==> src/design/assert_macros.svh <==
`ifndef ASSERT_MACROS_SVH
`define ASSERT_MACROS_SVH

// same-cycle implication check
`define BBVP_ASSERT_IMP(lbl, ante, cons) \
  lbl: assert property (@(posedge clk_i) disable iff (!rst_ni) (ante) |-> (cons)) \
    else $error("bbvp: same-cycle check failed");

// next-cycle implication check
`define BBVP_ASSERT_NXT(lbl, ante, cons) \
  lbl: assert property (@(posedge clk_i) disable iff (!rst_ni) (ante) |=> (cons)) \
    else $error("bbvp: next-cycle check failed");

`endif

==> src/design/bbvp_pkg.sv <==
package bbvp_pkg;

  localparam logic [30:0] TIME_MAX = 31'h7FFF_FFFF;

  localparam logic [1:0] REG_VLIM = 2'd0;
  localparam logic [1:0] REG_ALIM = 2'd1;
  localparam logic [1:0] REG_TOL  = 2'd2;

  typedef struct packed {
    logic signed [31:0] x0;
    logic signed [32:0] d;
    logic signed [31:0] v0;
    logic signed [31:0] v1;
    logic signed [32:0] dv;
    logic               dvzero;
    logic               is_null;
  } item_t;

  typedef struct packed {
    logic signed [31:0] vel;
    logic signed [31:0] accel;
    logic [30:0]        dur;
    logic signed [31:0] pos;
    logic               last;
  } ramp_t;

  typedef struct packed {
    logic        start;
    logic [63:0] num;
    logic [32:0] den;
  } div_req_t;

  typedef struct packed {
    logic        done;
    logic [63:0] quo;
  } div_rsp_t;

  typedef struct packed {
    logic        start;
    logic [63:0] rad;
  } sqrt_req_t;

  typedef struct packed {
    logic        done;
    logic [31:0] root;
  } sqrt_rsp_t;

  typedef enum logic [1:0] {
    MODE_NULL,
    MODE_STRAIGHT,
    MODE_TWO,
    MODE_THREE
  } mode_e;

  typedef enum logic [4:0] {
    ST_IDLE,
    ST_M1,
    ST_M2,
    ST_M3,
    ST_M4,
    ST_M5,
    ST_CLS,
    ST_DSW,
    ST_DIFF,
    ST_SG,
    ST_CMP,
    ST_SQW,
    ST_D2W,
    ST_TNUM,
    ST_TW,
    ST_EMIT
  } state_e;

endpackage

==> src/design/bbvp_front.sv <==
module bbvp_front (
  input  logic               clk_i,
  input  logic               rst_ni,
  input  logic               push_i,
  output logic               full_o,
  input  logic signed [31:0] start_pos_i,
  input  logic signed [31:0] end_pos_i,
  input  logic signed [31:0] start_vel_i,
  input  logic signed [31:0] end_vel_i,
  input  logic [30:0]        vlim_i,
  input  logic [16:0]        tol_i,
  output bbvp_pkg::item_t    item_o,
  output logic               item_valid_o,
  input  logic               item_ready_i
);
  import bbvp_pkg::*;

  function automatic logic signed [31:0] sat_vel(input logic signed [31:0] v,
                                                 input logic [30:0] m);
    logic signed [32:0] ve;
    logic signed [32:0] me;
    logic signed [31:0] r;
    ve = 33'(v);
    me = $signed({2'b00, m});
    if (ve > me) begin
      r = me[31:0];
    end else if (ve < -me) begin
      r = 32'(-me);
    end else begin
      r = v;
    end
    return r;
  endfunction

  logic [30:0]        vm;
  logic signed [31:0] v0s, v1s;
  logic signed [32:0] d, dv;
  logic [32:0]        dmag, dvmag;
  item_t              itm;
  logic               push_ok, pop_ok;

  item_t      mem_q [2];
  logic       wp_q, rp_q;
  logic [1:0] cnt_q;

  assign vm    = (vlim_i == 31'd0) ? 31'd1 : vlim_i;
  assign v0s   = sat_vel(start_vel_i, vm);
  assign v1s   = sat_vel(end_vel_i, vm);
  assign d     = 33'(end_pos_i) - 33'(start_pos_i);
  assign dv    = 33'(v1s) - 33'(v0s);
  assign dmag  = d[32] ? 33'(-d) : 33'(d);
  assign dvmag = dv[32] ? 33'(-dv) : 33'(dv);

  always_comb begin
    itm.x0      = start_pos_i;
    itm.d       = d;
    itm.v0      = v0s;
    itm.v1      = v1s;
    itm.dv      = dv;
    itm.dvzero  = dvmag < {16'd0, tol_i};
    itm.is_null = itm.dvzero && (dmag < {16'd0, tol_i});
  end

  assign full_o       = cnt_q == 2'd2;
  assign item_valid_o = cnt_q != 2'd0;
  assign item_o       = mem_q[rp_q];
  assign push_ok      = push_i && !full_o;
  assign pop_ok       = item_valid_o && item_ready_i;

  always_ff @(posedge clk_i) begin
    if (push_ok) begin
      mem_q[wp_q] <= itm;
    end
  end

  always_ff @(posedge clk_i or negedge rst_ni) begin
    if (!rst_ni) begin
      wp_q  <= 1'b0;
      rp_q  <= 1'b0;
      cnt_q <= 2'd0;
    end else begin
      if (push_ok) wp_q <= ~wp_q;
      if (pop_ok) rp_q <= ~rp_q;
      cnt_q <= cnt_q + 2'(push_ok) - 2'(pop_ok);
    end
  end

endmodule

==> config.mk <==
export PLATFORM = sky130hd
export DESIGN_NAME = bbvp_front
export DESIGN_NICKNAME = d
export VERILOG_FILES = /design/src/design/assert_macros.svh /design/src/design/bbvp_pkg.sv /design/src/design/bbvp_front.sv
export SDC_FILE = /design/constraint.sdc
export NUM_CORES = 1
export LEC_CHECK = 0
export BUFFER_PORTS_ARGS = -buffer_cell sky130_fd_sc_hd__buf_2
export CAP_MARGIN = 0
export CORE_ASPECT_RATIO = 1.1
export CORE_MARGIN = 5
export CORE_UTILIZATION = 53
export DETAILED_ROUTE_END_ITERATION = 8
export HOLD_SLACK_MARGIN = 0.02
export PLACE_DENSITY_LB_ADDON = 0.25
export SETUP_SLACK_MARGIN = 0.4
export SLEW_MARGIN = 25
export SYNTH_ARGS = -nofsm -noshare
export SYNTH_HDL_FRONTEND = slang
export SYNTH_SLANG_ARGS = --single-unit
==> constraint.sdc <==
create_clock -name clk_i -period 8.32 [get_ports clk_i]
set_input_delay 1.248 -clock clk_i [delete_from_list [all_inputs] [get_ports clk_i]]
set_output_delay 1.248 -clock clk_i [all_outputs]
set_load 0.01 [all_outputs]
== After elaboration in Yosys (flattened, before gate mapping) ==
Memory sizes are Yosys's and may differ from the RTL's.
Index checks and enable logic that the tools add are counted.

* $add $sub $neg: 7
* $lt $le $gt $ge: 6
* Eq/ne operators: 1
* Mux-type cells: 9
* Bitwise operators: 2
* Reductions and logical operators: 6

{| class="wikitable"
|+ Operator list
! kind !! number
|-
| 32-bit two-way mux || 4
|-
| 32-bit by 33-bit < comparator with 1-bit output || 2
|-
| 33-bit by 17-bit < comparator with 1-bit output || 2
|-
| 33-bit two-way mux || 2
|-
| 33-bit negator || 2
|-
| 32-bit by 32-bit subtractor with 33-bit output || 2
|-
| 32-bit greater-than comparator || 2
|-
| 31-bit negator with 33-bit output || 1
|-
| 31-bit zero test || 1
|-
| 31-bit two-way mux || 1
|-
| 1-bit logical AND || 3
|-
| 2-bit by 1-bit adder with 2-bit output || 1
|-
| 2-bit == test (second input constant) || 1
|-
| 1-bit two-way mux || 2
|-
| 1-bit inverter || 2
|-
| 2-bit nonzero test || 1
|-
| 2-bit by 1-bit subtractor with 2-bit output || 1
|-
| 1-bit zero test || 1
|}

* Register bits after elaboration: 4
* Bits in writable memories: 328
* Input bits: 180
* Output and inout port bits: 166
* Logic and storage cells: 35
* Memories kept: 1

{| class="wikitable"
|+ Memories
! memory !! depth !! width !! read ports !! clocked after memory_dff !! wr ports !! line !! text
|-
| mem_q || 2 || 164 || 1 || 0 || 1 || bbvp_front.sv:42 || <nowiki>item_t mem_q [2];</nowiki>
|}

== Longest topological paths before layout ==
Gate-level depths: netlist of the first run.

* Depth in word-level cells: 11
* Gate-level depth with buffers: 67
* Mapped depth without buffers: 63

== Worst setup path before layout of the first run ==
No wires, ideal clock.

* Path kind: input to register
* From: input port vlim_i[4]
* To: memory mem_q[0][0] (netlist name) (data pin)
* Library setup time: 0.182 ns
* Arrival: 12.435 ns
* Required time: 8.138 ns
* Setup slack: -4.296 ns
* Stages: 65
* Path buffers: 5
* Cells stage by stage: clkbuf_1 > nor4_4 > and2_4 > nand2_1 > nand2b_1 > inv_1 > ha_1 > nand3_1 > nor2_1 > nand2_1 > or2_2 > nor4_1 > nand3_1 > nor3_1 > nand3_1 > xnor2_1 > ha_1 > a21o_1 > [... 29 more ...] > a21boi_0 > o21a_1 > o21a_1 > o21a_1 > o21a_1 > o21a_1 > o21a_1 > o21a_1 > o21a_1 > o21a_1 > o21ai_0 > a21oi_1 > o21a_1 > o21ai_0 > nand2b_1 > a21oi_1 > nand3_2 > nor4_2

{| class="wikitable"
|+ RTL lines
! item !! line !! text
|-
| start, declared || bbvp_front.sv:10 || <nowiki>input logic [30:0] vlim_i,</nowiki>
|-
| end, declared || bbvp_front.sv:42 ||
|}

==> flow_summary_export.csv, run 1 <==
group,metric,value,unit
setup_path,reg2reg_setup_slack,5.75,ns
placement,routabilityCongestion,0.994,
floorplan,ios,346,
setup_path,slowest_stage,"a2111o_1",
logic_synthesis,synth_flop_cell,"edfxtp_1",
floorplan,dieArea,0.0493,sq mm
placement,pre_cts_ws,-3.35,ns
setup_path,crit-reg2reg-launch,"cnt_q[1]$_DFF_PN0_",
logic_synthesis,yosysWarnings,0,
clock_network,numCtsBuffers,31,
clock_network,htree_levels,1,
timing,fin_crit_sh,1.26,
timing,drv_slew,0,
timing,min_period,10.52,ns
logic_synthesis,syn_area_per_cell,10.4,sq um
drt,drt_wl_total,83400,um
finish,design_area,0.0343,sq mm
placement,hpwlAfterDp,62800,um
setup_path,cp_data_arrival_time,10.90,ns
logic_synthesis,synthDistinctLibCells,111,
setup_path,start_kind,"primary input",
drt,drt_pre_antenna_iters,5,
clock_network,clock_sinks,332,
floorplan,die_w,212,um
power,ir_drop,0.189,mV
setup_path,cp_max_fo,5,
timing,setup_viol,10,
global_route,grt_max_degree,152,
timing,maxSlewHeadroom,0.324,
power,powerDensity,255,mW/mm^2
logic_synthesis,yosys_register_bits,332,
floorplan,initial_core_util,0.536,
clock_network,cts_tree,"built",
clock_network,cts_hold_buffers,0,
timing,grt_setup_unrepaired,"true",
setup_path,reg2reg_depth,3,
global_route,grt.total_usage,0.318,
timing,setup-tns-final,-12.90,ns
timing,tightest_slew,1.01,ns
floorplan,die_h,232,um
drt,drc,0,
placement,place_area,0.0310,sq mm
setup_path,endpoint_kind,"flip-flop",
clock_network,clk_latency,0.58,ns
timing,timing.fmax,0.0951,GHz
finish,nets,3744,
logic_synthesis,netlist_instances,2286,
timing,clock_skew,0.0214,ns
global_route,grt_pass1_vias,23300,
setup_path,cpMostUsedCell,"o21a_1",
clock_network,cts-root-buf,"clkbuf_16",
drt,drt_iter0_drc,1590,
timing,setup_slack,-2.20,ns
logic_synthesis,synthesis.area,0.0238,sq mm
clock_network,clk_pin_slew,0.06,ns
drt,drt-vias-per-instance,5.80,
timing,hold_ws,0.481,ns
finish,area_delta_synth_final,43.8,%
setup_path,required,8.70,ns
outcome,violations,"negative setup slack",
global_route,grt_pass1_wl,125000,um
drt,wl_per_cell,21.1,um
floorplan,design.core.area,0.0445,sq mm
placement,port_buffers,345,
logic_synthesis,synth_edf_count,328,
min_path,hp-class,"primary input to asynchronous set/reset pin",
power,p_leak,15.1,nW
global_route,antenna_found_initial,3,
drt,drt.antenna.violating_nets,0,
finish,layout-drive-gt1-share,0.458,
drt,vias,22900,
outcome,status,"finished, violations left",
logic_synthesis,ys_seq_area_frac,0.418,
flow_run,cap_violations,0,
global_route,overflow,0,
timing,hold_viol,0,
clock_network,clock_path_buffers,3,
setup_path,rr_endpoint,"mem_q[1][104]$_DFFE_PP_",
floorplan,rows,81,
setup_path,critPathMaxStageDelay,0.45,ns
logic_synthesis,synth_async_sr_flop_share,0.0120,
setup_path,crit_type,"primary input to flip-flop",
## metal layers
metal	wire length (um)	part of all wire	up-vias	GRT usage
met4	2910	0.035	0	0.0991
met1	33900	0.41	11100	0.411
met5	0	0	-	0
li1	-	-	10700	-
met2	41600	0.50	899	0.560
met3	5070	0.061	201	0.0347
## stage by stage
step / instances / utilization / total power [mW]
2_1_floorplan: 2287 / - / 5.04
3_3_place_gp: 3760 / 0.697 / 6.71
3_5_place_dp: 3760 / 0.697 / 6.85
4_1_cts: 3909 / 0.747 / 8.44
5_1_grt: 3946 / 0.770 / 9.19
6_report: 3948 / 0.770 / 8.74
## synthesized netlist by cell type, types with 14 or more instances
cell	instances	area share
o21ai_0	111	0.023
edfxtp_1	328	0.41
a211oi_1	26	0.0082
inv_1	177	0.028
nand4_1	28	0.0074
a21o_1	43	0.014
xnor2_1	73	0.027
ha_1	220	0.12
nor4_1	22	0.0058
mux2_2	168	0.079
nand3_1	57	0.012
a21oi_1	130	0.027
clkbuf_1	60	0.0095
nor2_1	142	0.022
a21boi_0	23	0.0072
o21a_1	46	0.014
and3_1	14	0.0037
nand2_1	152	0.024
nand2b_1	27	0.0071
or3_1	22	0.0058
a31oi_1	32	0.0084
nor2b_1	15	0.0039
nor3_1	53	0.011
o211ai_1	17	0.0054
xor2_1	23	0.0085
mux2i_1	21	0.0088
## worst max path at each step
stage	start	to	slack, ns	depth (start not counted)
final	vlim_i[2]	mem_q[1][0]$_DFFE_PP_	-2.20	62
after floorplan	vlim_i[2]	mem_q[0][0]$_DFFE_PP_	-2.55	66
after global placement	vlim_i[2]	mem_q[0][0]$_DFFE_PP_	-2.95	63
after global routing	vlim_i[1]	mem_q[1][0]$_DFFE_PP_	-2.64	64
after CTS	vlim_i[2]	mem_q[1][0]$_DFFE_PP_	-2.03	63
after detailed placement	vlim_i[2]	mem_q[1][0]$_DFFE_PP_	-3.35	63
## flip-flops by register name (all words and copies together) (netlist names)
register	flops
wp_q	1
mem_q	328
rp_q	1
cnt_q	2
## cell families (layout without fill, tap and decap cells)
family	count (synthesis)	in the layout	share of synthesized area
AO/OA/AOI/OAI	559	559	0.158
XOR/XNOR	97	97	0.0360
adder cells (fa/ha/maj)	223	223	0.118
buffers and inverters	256	1333	0.0422
flip-flops	332	332	0.418
multiplexers	189	189	0.0882
other	1	5	0.000157
AND/OR/NAND/NOR	629	629	0.140
## critical path: cells and delay by family
kind | cells | cell delay, ns
simple gates | 22 | 3.00
buf+inv | 6 | 0.70
compound gates | 28 | 4.66
fa+ha+maj | 4 | 0.96
xor+xnor | 2 | 0.30
## layout make-up
class,count,area (sq um)
diodes,3,7.51
clock buffers,39,806
clock inverters,16,154
fillers,2984,10200
inverters,180,681
multi-input cells,1699,14100
flip-flops and latches,332,9950
well taps,581,727
repair buffers,1098,7870
## repair_timing
action	4_1_cts	5_1_grt
hold endpoints to repair	0	0
gates resized for setup	116	155
setup endpoints to repair	48	50
gates cloned	0	1
pin swaps	44	49
buffers inserted	94	35
## cells in the final DEF (no fill, tap or decap), types with 23 or more instances in the layout
master and instances:
o21ai_0 81, nand3_1 51, nand4_1 28, ha_1 208
buf_4 672, nor2_1 127, edfxtp_1 328, a211oi_1 24
xnor2_1 62, a21oi_1 100, buf_2 333, mux2_2 167
nor3_1 45, a31oi_1 23, clkbuf_16 32, a21o_1 43
o21a_1 45, nand2b_1 26, buf_6 79, nand2_1 143
inv_1 163, a21oi_2 25
## where the power goes
group	internal [mW]	switching, mW	total [mW]
sequential	2.44	0.148	2.59
clock	0.774	0.608	1.38
combinational	2.25	2.53	4.77
Power figures use the tool's default switching activity.
==> run 2, diff against run 1 <==
CORE_UTILIZATION = 54   (was 53)
CTS_BUF_LIST = sky130_fd_sc_hd__clkbuf_4   (was default)
==> run 2 against run 1 <==
Compared with the run above:
- the run still ends with negative setup slack left
- sequential power about the same
- die area shrank 1.8%
- critical path type unchanged
- maximum frequency is 3.4% higher
- combinational power fell by 6.7%
- core utilization decreased by 1.3 points
- total power is 3.6% lower
- global-route usage down 0.060 points
- sequential share of layout area rose by 1.2 points
- worst setup slack better by 0.35 ns
- clock-buffer cell count up 73
- largest power group unchanged
- clock power barely moved
==> flow_summary_export.csv, run 2 (same netlist as run 1, synthesis figures left out) <==
group,metric,value,unit
drt,drt-vias-per-instance,5.70,
drt,vias,22400,
timing,maxSlewHeadroom,0.328,
setup_path,critPathMaxStageDelay,0.35,ns
timing,min_period,10.17,ns
timing,hold_viol,0,
power,powerDensity,256,mW/mm^2
setup_path,reg2reg_depth,3,
timing,grt_setup_unrepaired,"true",
setup_path,slowest_stage,"fa_2",
setup_path,cpMostUsedCell,"o21a_1",
outcome,violations,"negative setup slack",
clock_network,clock_path_buffers,3,
finish,top_register,"mem_q",
global_route,overflow,0,
setup_path,crit_type,"primary input to flip-flop",
finish,final_cell_mix,"635 x buf_4, 333 x buf_2, 328 x edfxtp_1",
setup_path,crit-reg2reg-launch,"cnt_q[1]$_DFF_PN0_",
placement,routabilityCongestion,0.944,
finish,area_delta_synth_final,38.2,%
timing,fin_crit_sh,1.22,
setup_path,cp_data_arrival_time,10.76,ns
flow_run,cap_violations,0,
setup_path,reg2reg_setup_slack,6.06,ns
placement,dp_cells,3740,
timing,tightest_slew,1.01,ns
drt,drt.antenna.violating_nets,0,
timing,drv_slew,0,
setup_path,required,8.91,ns
global_route,antenna_found_initial,2,
timing,clock_skew,0.0740,ns
timing,setup-tns-final,-7.38,ns
floorplan,ios,346,
clock_network,numCtsBuffers,80,
setup_path,rr_endpoint,"mem_q[1][83]$_DFFE_PP_",
floorplan,dieArea,0.0484,sq mm
placement,hpwlAfterDp,62900,um
clock_network,clk_latency,0.78,ns
finish,final_cells,3924,
clock_network,cts-root-buf,"clkbuf_4",
clock_network,clk_pin_slew,0.07,ns
timing,hold_ws,0.253,ns
floorplan,initial_core_util,0.547,
floorplan,rows,80,
finish,nets,3690,
min_path,hp-class,"primary input to asynchronous set/reset pin",
timing,timing.fmax,0.0983,GHz
drt,drt_wl_total,79300,um
setup_path,endpoint_kind,"flip-flop",
outcome,status,"finished, violations left",
global_route,grt_max_degree,165,
clock_network,htree_levels,3,
global_route,grt.total_usage,0.317,
finish,layout-drive-gt1-share,0.441,
power,ir_drop,0.207,mV
floorplan,die_h,230,um
finish,final_common_cell,"buf_4",
global_route,grt_pass1_wl,123000,um
drt,drc,0,
finish,largest_registers,"mem_q: 328 flops, cnt_q: 2 flops",
drt,wl_per_cell,20.2,um
floorplan,design.core.area,0.0435,sq mm
clock_network,cts_hold_buffers,0,
placement,pre_cts_ws,-3.23,ns
clock_network,clock_sinks,332,
setup_path,start_kind,"primary input",
power,p_leak,14.5,nW
setup_path,cp_max_fo,4,
floorplan,die_w,210,um
power,fin_total_pwr,8.43,mW
clock_network,cts_tree,"built",
timing,setup_viol,4,
timing,setup_slack,-1.85,ns
drt,drt_pre_antenna_iters,6,
global_route,grt_pass1_vias,23200,
placement,port_buffers,345,
finish,largest_reg_flops,328,
drt,drt_iter0_drc,1447,
==> run 2: changes by cell type in the layout (fill, tap and decap cells not counted), sizes merged <==
cell | previous run | this run
inv | 180 | 179
clkinv | 12 | 25
diode | 3 | 2
bufinv | 3 | 4
clkbuf | 40 | 112
buf | 1097 | 995
clkinvlp | 1 | 2
==> run 2: cell type report <==
type                       count  area [sq um]
sequential                   332          9950
tap                          574           718
timing repair buffer         995          6820
fill                        3066         10600
multi-input combinational   1699         13700
clock inverter                30           239
inverter                     180           676
clock buffer                 112           841
antenna                        2          5.00
==> run 2: per-layer routing <==
layer | up-vias | GRT usage | routed length (um)
met5 | - | 0 | 0
met4 | 0 | 0.106 | 2410
met3 | 140 | 0.0414 | 4530
met2 | 781 | 0.554 | 39500
met1 | 10800 | 0.408 | 32800
li1 | 10700 | - | -
==> run 2: worst max-delay path by stage <==
stage / endpoint / slack, ns / cells past startpoint / start
after floorplan: mem_q[0][0]$_DFFE_PP_ / -2.55 / 66 / vlim_i[2]
after global placement: mem_q[0][0]$_DFFE_PP_ / -2.89 / 63 / vlim_i[2]
after detailed placement: mem_q[1][0]$_DFFE_PP_ / -3.23 / 61 / vlim_i[2]
after CTS: mem_q[0][1]$_DFFE_PP_ / -1.76 / 63 / vlim_i[2]
after global routing: mem_q[0][1]$_DFFE_PP_ / -2.34 / 65 / vlim_i[24]
final: mem_q[0][1]$_DFFE_PP_ / -1.85 / 65 / vlim_i[0]
==> run 2: per-stage QoR <==
stage          utilization  instance area, sq um
4_1_cts              0.744                 32400
3_5_place_dp         0.710                 30900
2_1_floorplan            -                 24200
3_3_place_gp         0.710                 30900
6_report             0.757                 32900
5_1_grt              0.757                 32900
==> run 2: timing repair <==
item,in CTS,in global routing
pin swaps,21,42
setup buffers,14,26
setup endpoints to repair,42,44
resized for setup,58,80
==> run 2: report_power, final <==
group | switching [mW] | internal, mW | total [mW]
combinational | 2.39 | 2.05 | 4.45
sequential | 0.139 | 2.44 | 2.58
clock | 0.655 | 0.751 | 1.41
total | 3.19 | 5.24 | 8.43
==> run 2: worst max-delay path: cells and delay by family <==
| kind | cells | cell delay, ns |
|---|---|---|
| adders and majority gates | 5 | 1.23 |
| AOI/OAI and AO/OA | 28 | 4.22 |
| buffers and inverters | 7 | 0.76 |
| xor gates and xnor gates | 1 | 0.18 |
| and+or+nand+nor | 24 | 3.07 |
